`src/rtl/spq_pkg.sv`:
```
// Shared types, codes and field layout for the sorted priority queue.
package spq_pkg;

	localparam int unsigned CAPACITY_DEF = 16;

	localparam int unsigned DATA_W = 32;
	localparam int unsigned PRIO_W = 16;
	localparam int unsigned STAT_W = 2;
	localparam int unsigned FILL_W = 5;

	// request stream: tdata = {prio, data}, tuser = req_type
	localparam int unsigned IN_W  = DATA_W + PRIO_W;
	// result stream: tdata = {pad, fill, status, data}
	localparam int unsigned OUT_RAW_W = DATA_W + STAT_W + FILL_W;
	localparam int unsigned OUT_W     = ((OUT_RAW_W + 7) / 8) * 8;
	localparam int unsigned OUT_PAD_W = OUT_W - OUT_RAW_W;

	localparam logic REQ_ENQ = 1'b0;
	localparam logic REQ_DEQ = 1'b1;

	localparam logic [STAT_W-1:0] ST_OK    = 2'd0;
	localparam logic [STAT_W-1:0] ST_EMPTY = 2'd1;
	localparam logic [STAT_W-1:0] ST_FULL  = 2'd2;

	localparam logic [DATA_W-1:0] NEG_ONE = '1;

	// per-cycle command broadcast to every cell
	typedef struct packed {
		logic enq;
		logic deq;
	} spq_ctrl_t;

endpackage

```
`src/rtl/sorted_priority_queue_unit.sv`:
```
// Top level: bounded priority queue built as a shifting chain of sorted cells.
// The result is registered and appears in the cycle after the request is accepted.
// Throughput: one request per cycle; every cell compares and shifts in parallel.
// A result held back by the receiver stalls the request channel until it is taken.
// Reset (arst_n low, async): queue empty, no result pending; slot contents are left as is.
module sorted_priority_queue_unit #(
	parameter int unsigned CAPACITY = spq_pkg::CAPACITY_DEF
) (
	input  logic                      clk,
	input  logic                      arst_n,
	// request channel
	input  logic                      s_tvalid,
	output logic                      s_tready,
	input  logic [spq_pkg::IN_W-1:0]  s_tdata,  // [31:0] item_data, [47:32] item_priority
	input  logic                      s_tuser,  // [0] req_type (0 enqueue, 1 dequeue)
	// result channel
	output logic                      m_tvalid,
	input  logic                      m_tready,
	output logic [spq_pkg::OUT_W-1:0] m_tdata   // [31:0] removed_data, [33:32] status,
	                                            // [38:34] fill_level, [39] zero
);
	import spq_pkg::*;

	// count must reach CAPACITY itself
	localparam int unsigned CW = $clog2(CAPACITY + 1);

	logic [DATA_W-1:0] item_data;
	logic [PRIO_W-1:0] item_prio;
	logic              req_type;
	logic              take;
	logic              full;
	logic              empty;
	spq_ctrl_t         ctrl;

	logic [CW-1:0]     count_q;
	logic [CW-1:0]     count_next;
	logic [STAT_W-1:0] status_c;
	logic [DATA_W-1:0] removed_c;

	logic [DATA_W-1:0] cell_data [CAPACITY];
	logic [PRIO_W-1:0] cell_prio [CAPACITY];
	logic              cell_le   [CAPACITY];

	logic              m_tvalid_q;
	logic [DATA_W-1:0] removed_q;
	logic [STAT_W-1:0] status_q;
	logic [FILL_W-1:0] fill_q;

	assign item_data = s_tdata[DATA_W-1:0];
	assign item_prio = s_tdata[DATA_W+PRIO_W-1:DATA_W];
	assign req_type  = s_tuser;

	// a new request may enter whenever the result slot is free or emptying
	assign s_tready = !m_tvalid_q || m_tready;
	assign take     = s_tvalid && s_tready;

	assign full  = count_q == CW'(CAPACITY);
	assign empty = count_q == '0;

	// full enqueue and empty dequeue leave the chain untouched
	assign ctrl.enq = take && (req_type == REQ_ENQ) && !full;
	assign ctrl.deq = take && (req_type == REQ_DEQ) && !empty;

	always_comb begin
		count_next = count_q;
		status_c   = ST_OK;
		removed_c  = NEG_ONE;
		if (req_type == REQ_ENQ) begin
			if (full) begin
				status_c = ST_FULL;
			end else begin
				count_next = count_q + CW'(1);
			end
		end else begin
			if (empty) begin
				status_c = ST_EMPTY;
			end else begin
				count_next = count_q - CW'(1);
				removed_c  = cell_data[0];   // head of chain holds smallest priority
			end
		end
	end

	// Cell chain. On enqueue each cell either keeps its entry, takes the new item
	// (first cell not ahead of it) or takes its left neighbour's entry. On dequeue
	// every cell takes its right neighbour's entry; the tail cell keeps its own.
	for (genvar i = 0; i < CAPACITY; i++) begin : g_cell
		logic              l_le;
		logic [DATA_W-1:0] l_data;
		logic [PRIO_W-1:0] l_prio;
		logic [DATA_W-1:0] r_data;
		logic [PRIO_W-1:0] r_prio;

		if (i == 0) begin : g_head
			assign l_le   = 1'b1;
			assign l_data = item_data;
			assign l_prio = item_prio;
		end else begin : g_body
			assign l_le   = cell_le[i-1];
			assign l_data = cell_data[i-1];
			assign l_prio = cell_prio[i-1];
		end

		if (i == CAPACITY - 1) begin : g_tail
			assign r_data = cell_data[i];
			assign r_prio = cell_prio[i];
		end else begin : g_mid
			assign r_data = cell_data[i+1];
			assign r_prio = cell_prio[i+1];
		end

		spq_cell #(
			.IDX (i),
			.CW  (CW)
		) u_cell (
			.clk        (clk),
			.ctrl       (ctrl),
			.count      (count_q),
			.new_data   (item_data),
			.new_prio   (item_prio),
			.left_le    (l_le),
			.left_data  (l_data),
			.left_prio  (l_prio),
			.right_data (r_data),
			.right_prio (r_prio),
			.data       (cell_data[i]),
			.prio       (cell_prio[i]),
			.le         (cell_le[i])
		);
	end

	// control state
	always_ff @(posedge clk or negedge arst_n) begin
		if (!arst_n) begin
			count_q    <= '0;
			m_tvalid_q <= 1'b0;
		end else begin
			if (take) begin
				count_q <= count_next;
			end
			if (take) begin
				m_tvalid_q <= 1'b1;
			end else if (m_tready) begin
				m_tvalid_q <= 1'b0;
			end
		end
	end

	// result payload; fill level is the count masked to the field
	always_ff @(posedge clk) begin
		if (take) begin
			removed_q <= removed_c;
			status_q  <= status_c;
			fill_q    <= FILL_W'(count_next);
		end
	end

	assign m_tvalid = m_tvalid_q;
	assign m_tdata  = {{OUT_PAD_W{1'b0}}, fill_q, status_q, removed_q};

endmodule

```
`src/rtl/spq_cell.sv`:
```
// One slot of the sorted chain: holds an entry and shifts with its neighbours.
module spq_cell #(
	parameter int unsigned IDX = 0,
	parameter int unsigned CW  = 5
) (
	input  logic                       clk,
	input  spq_pkg::spq_ctrl_t         ctrl,
	input  logic [CW-1:0]              count,
	input  logic [spq_pkg::DATA_W-1:0] new_data,
	input  logic [spq_pkg::PRIO_W-1:0] new_prio,
	input  logic                       left_le,
	input  logic [spq_pkg::DATA_W-1:0] left_data,
	input  logic [spq_pkg::PRIO_W-1:0] left_prio,
	input  logic [spq_pkg::DATA_W-1:0] right_data,
	input  logic [spq_pkg::PRIO_W-1:0] right_prio,
	output logic [spq_pkg::DATA_W-1:0] data,
	output logic [spq_pkg::PRIO_W-1:0] prio,
	output logic                       le
);
	import spq_pkg::*;

	logic [DATA_W-1:0] data_q;
	logic [PRIO_W-1:0] prio_q;
	logic              occ;

	assign occ  = count > CW'(IDX);
	// entry stays ahead of the new item (ties keep arrival order)
	assign le   = occ && ($signed(prio_q) <= $signed(new_prio));
	assign data = data_q;
	assign prio = prio_q;

	always_ff @(posedge clk) begin
		if (ctrl.enq) begin
			if (!le) begin
				if (left_le) begin
					data_q <= new_data;
					prio_q <= new_prio;
				end else begin
					data_q <= left_data;
					prio_q <= left_prio;
				end
			end
		end else if (ctrl.deq) begin
			data_q <= right_data;
			prio_q <= right_prio;
		end
	end

endmodule

```
`config.mk`:
```
export PLATFORM = sky130hd
export DESIGN_NAME = sorted_priority_queue_unit
export DESIGN_NICKNAME = d
export VERILOG_FILES = /design/src/rtl/spq_pkg.sv /design/src/rtl/sorted_priority_queue_unit.sv /design/src/rtl/spq_cell.sv
export SDC_FILE = /design/constraint.sdc
export NUM_CORES = 2
export LEC_CHECK = 0
export BUFFER_PORTS_ARGS = -buffer_cell sky130_fd_sc_hd__buf_2
export CORE_MARGIN = 8
export CORE_UTILIZATION = 30
export DETAILED_ROUTE_END_ITERATION = 12
export GPL_TIMING_DRIVEN = 0
export PLACE_DENSITY_LB_ADDON = 0.15
export SLEW_MARGIN = 10
export SYNTH_ARGS = -nofsm -noshare
export SYNTH_HDL_FRONTEND = slang
export SYNTH_SLANG_ARGS = --single-unit
```
`constraint.sdc`:
```
create_clock -name clk -period 15 [get_ports clk]
set_clock_uncertainty 0.1 [all_clocks]
set_input_delay 3 -clock clk [delete_from_list [all_inputs] [get_ports clk]]
set_output_delay 3 -clock clk [all_outputs]
set_load 0.005 [all_outputs]
```
==> key figures <==
Status
  – Status: completed

Global routing
  – Grt ovf: 0
  – Number of global-route vias before repair: 38400
  – First-pass GRT wire length: 282000 um
  – Largest net degree at the start of global routing: 40
  – All-Layer GR Usage: 22.9%
  – Initial antenna violation count: 9

Clock network
  – Clock sinks: 813
  – Clock-pin slew reported for the worst setup and hold paths after clock tree synthesis: 60 ps
  – CTS Buf Count: 98
  – PostCTS Resize Cnt: 0
  – Post-CTS Setup Repair Bufs: 0
  – Clock buffer depth: 3
  – CTS tree: built
  – Cts hold-fix bufs: 0
  – Htree depth: 3
  – Clock latency at the later pin of the worst-skew pair: 720 ps
  – CTS root buf: clkbuf_16

Timing
  – Final Max Tran Viols: 0
  – Endpoints failing setup: 0
  – Max Clk Rate: 114 MHz
  – Worst Max-Slew Pin Slew: 1360 ps
  – Slew margin rel.: 9.59%
  – Fin crit period: 8790 ps
  – Fin worst setup slack: 6210 ps
  – Tcrit/Tclk final: 58.6%
  – RSZ-0062 raised after global routing: false
  – Final Hold Fails: 0

Placed design
  – Worst slack at placement: 5850 ps
  – Hpwl dp: 150000 um
  – Final GP Congestion: 0.931
  – IO Port Bufs: 77

Floorplan
  – Die Y-Extent: 407 um
  – # IOs: 95
  – Horiz. Die Dim: 407 um
  – Die area: 166000 um2
  – Core outline area: 152000 um2
  – FP Rows: 143
  – Initial Utilization: 30.2%

Yosys
  – Mapped Cells: 4528
  – Top area cells in the synthesized netlist: edfxtp_1 53%, a21oi_1 8.6%, ha_1 7.1%
  – Post-synth top area share: 52.8%
  – YS warnings: 0
  – Most common library cells after synthesis: 807 x edfxtp_1, 787 x a21oi_1, 562 x nor2_1
  – Ys flop type: edfxtp_1
  – Synth Register Bits: 813
  – Post-Syn Area per Cell: 10.1 um2
  – Register area share after synthesis: 53.1%
  – FFs w/ async S/R, synth: 0.738%
  – Post-synth top area cell: edfxtp_1
  – EDFF count, synth: 807
  – Most frequent cell after synthesis: edfxtp_1
  – Unique masters post-synth: 72
  – Mapped Area: 45900 um2
  – Syn Nets: 4842

Power and ir drop
  – Clock power share: 26.2%
  – Share of power burned in registers: 37.2%
  – Total power: 8.74 mW
  – Static leakage: 19.4 nW
  – Pwr Density: 166 nW/um2
  – Sw frac: 40.8%
  – Peak supply drop: 0.0941 mV
  – Internal: 5.17 mW
  – Switch Pwr: 3.57 mW
  – Comb power frac: 36.5%

Hold path
  – HP Class: flop to flop

Final layout
  – Ratio of cells with drive above 1 in the final layout: 8.70%
  – Area Growth Syn to Fin: 14.8%
  – Nets: 5054

Drt
  – Via count: 38600
  – DR WL met2: 89200 um
  – Highest metal used: met4
  – Drt via density: 5.63
  – Drt pass-1 iters: 6
  – DR iter-0 viols: 4064
  – WL/cell: 29.0 um
  – DRT antenna net count: 0
  – Met1 wire length: 87400 um
  – DR WL met3: 13300 um
  – DRC Markers: 0
  – Total wire length: 199000 um

Critical path
  – Max FO, Critical Path: 21
  – Critical path class: primary input to flop
  – CP Launch Type: primary input
  – Data arrival, critical path: 9100 ps
  – Data required, critical path: 15300 ps
  – Worst Setup End Kind: flop

Flow run
  – Maxcap violations: 0
==> layout by cell type (no fill, tap or decap), types with 11 or more instances in the layout <==
master,n
nor2_1,562
nor3_1,11
nand3_1,128
buf_2,126
a31oi_1,103
buf_1,19
o32ai_1,48
o211ai_1,110
clkbuf_1,310
edfxtp_1,807
buf_4,25
nand2_1,517
or2_2,32
o21ai_0,193
clkinv_1,28
buf_12,17
inv_1,39
ha_1,261
clkbuf_16,101
buf_16,14
o21ai_1,14
a21o_1,27
mux2i_1,239
nor2b_1,21
nand4_1,50
mux2_2,43
a21oi_1,787
==> per-layer routing <==
| layer | vias to the layer above | track usage, % |
|---|---|---|
| met5 | - | 0 |
| met4 | 0 | 9.56 |
| met3 | 305 | 3.35 |
| met2 | 1535 | 36.2 |
| met1 | 19500 | 31.5 |
| li1 | 17300 | - |
==> worst max-delay path, cell delays in order <==
cell and delay [ps]:
clkbuf_1 420, inv_1 590, ha_1 700, nand4_1 300
nor4_1 840, o21ai_0 250, nand3_1 190, mux2i_1 550
clkbuf_1 640, clkbuf_1 440, nor2_1 150, o21ai_4 480
buf_12 260, buf_12 210
==> metrics by stage <==
stage               instances  area [um2]  setup TNS (ps)  utilization, %  hold slack (ps)
finish                   6854       52700               0            34.7              420
global route             6846       52700               0            34.7              445
CTS                      6846       52700               0            34.7              427
detailed placement       6670       49800               0            32.8              426
global placement         6635       48800          -26320            32.2              415
floorplan                4528       45900               0               -              409
==> registers in the layout, indices dropped and copies added, names as in the netlist <==
| register | cells |
|---|---|
| count_q | 5 |
| fill_q | 5 |
| g_cell.u_cell.data | 512 |
| g_cell.u_cell.prio | 256 |
| m_tvalid | 1 |
| removed_q | 32 |
| status_q | 2 |
==> layout make-up <==
| class | count | area, um2 |
|---|---|---|
| antenna | 8 | 20.0 |
| tap | 2030 | 2540 |
| inverter | 40 | 151 |
| clock buffer | 135 | 2670 |
| fill | 15700 | 99200 |
| timing repair buffer | 112 | 1160 |
| sequential | 813 | 24400 |
| multi-input combinational | 3289 | 19900 |
| buffer | 386 | 1670 |
| clock inverter | 41 | 241 |
==> final timing paths <==
kind / cells after the start / endpoint / startpoint / slack [ps]
setup / recovery: 14 / g_cell[12].u_cell.data[20] / s_tdata[47] / 6210
hold / removal: 1 / removed_q[30] / g_cell[0].u_cell.data[30] / 420
setup reg to reg: 12 / g_cell[12].u_cell.data[20] / g_cell[12].u_cell.prio[15] / 9260
hold reg to reg: 1 / removed_q[30] / g_cell[0].u_cell.data[30] / 420
max in group asynchronous: 1 / m_tvalid / arst_n / 12390
min in group asynchronous: 1 / count_q[1] / arst_n / 2100
==> power by group through the flow <==
| stage | clock [mW] | sequential, mW | combinational [mW] |
|---|---|---|---|
| after floorplan | 0 | 3.22 | 1.80 |
| after global placement | 0 | 3.37 | 3.01 |
| after detailed placement | 0 | 3.29 | 3.14 |
| after CTS | 2.33 | 3.25 | 3.15 |
| after global routing | 2.40 | 3.28 | 3.39 |
| final | 2.29 | 3.25 | 3.19 |
==> cell families after synthesis <==
kind of cell,count (synthesis),synth area share (%)
buffers and inverters,426,3.95
xor gates and xnor gates,4,0.0763
adders and majority gates,261,7.11
AOI/OAI and AO/OA,1362,16.8
DFF,813,53.1
and+or+nand+nor,1370,12.5
muxes,291,6.49
other,1,0.00817
No activity file was read; power rests on OpenSTA's default activity.
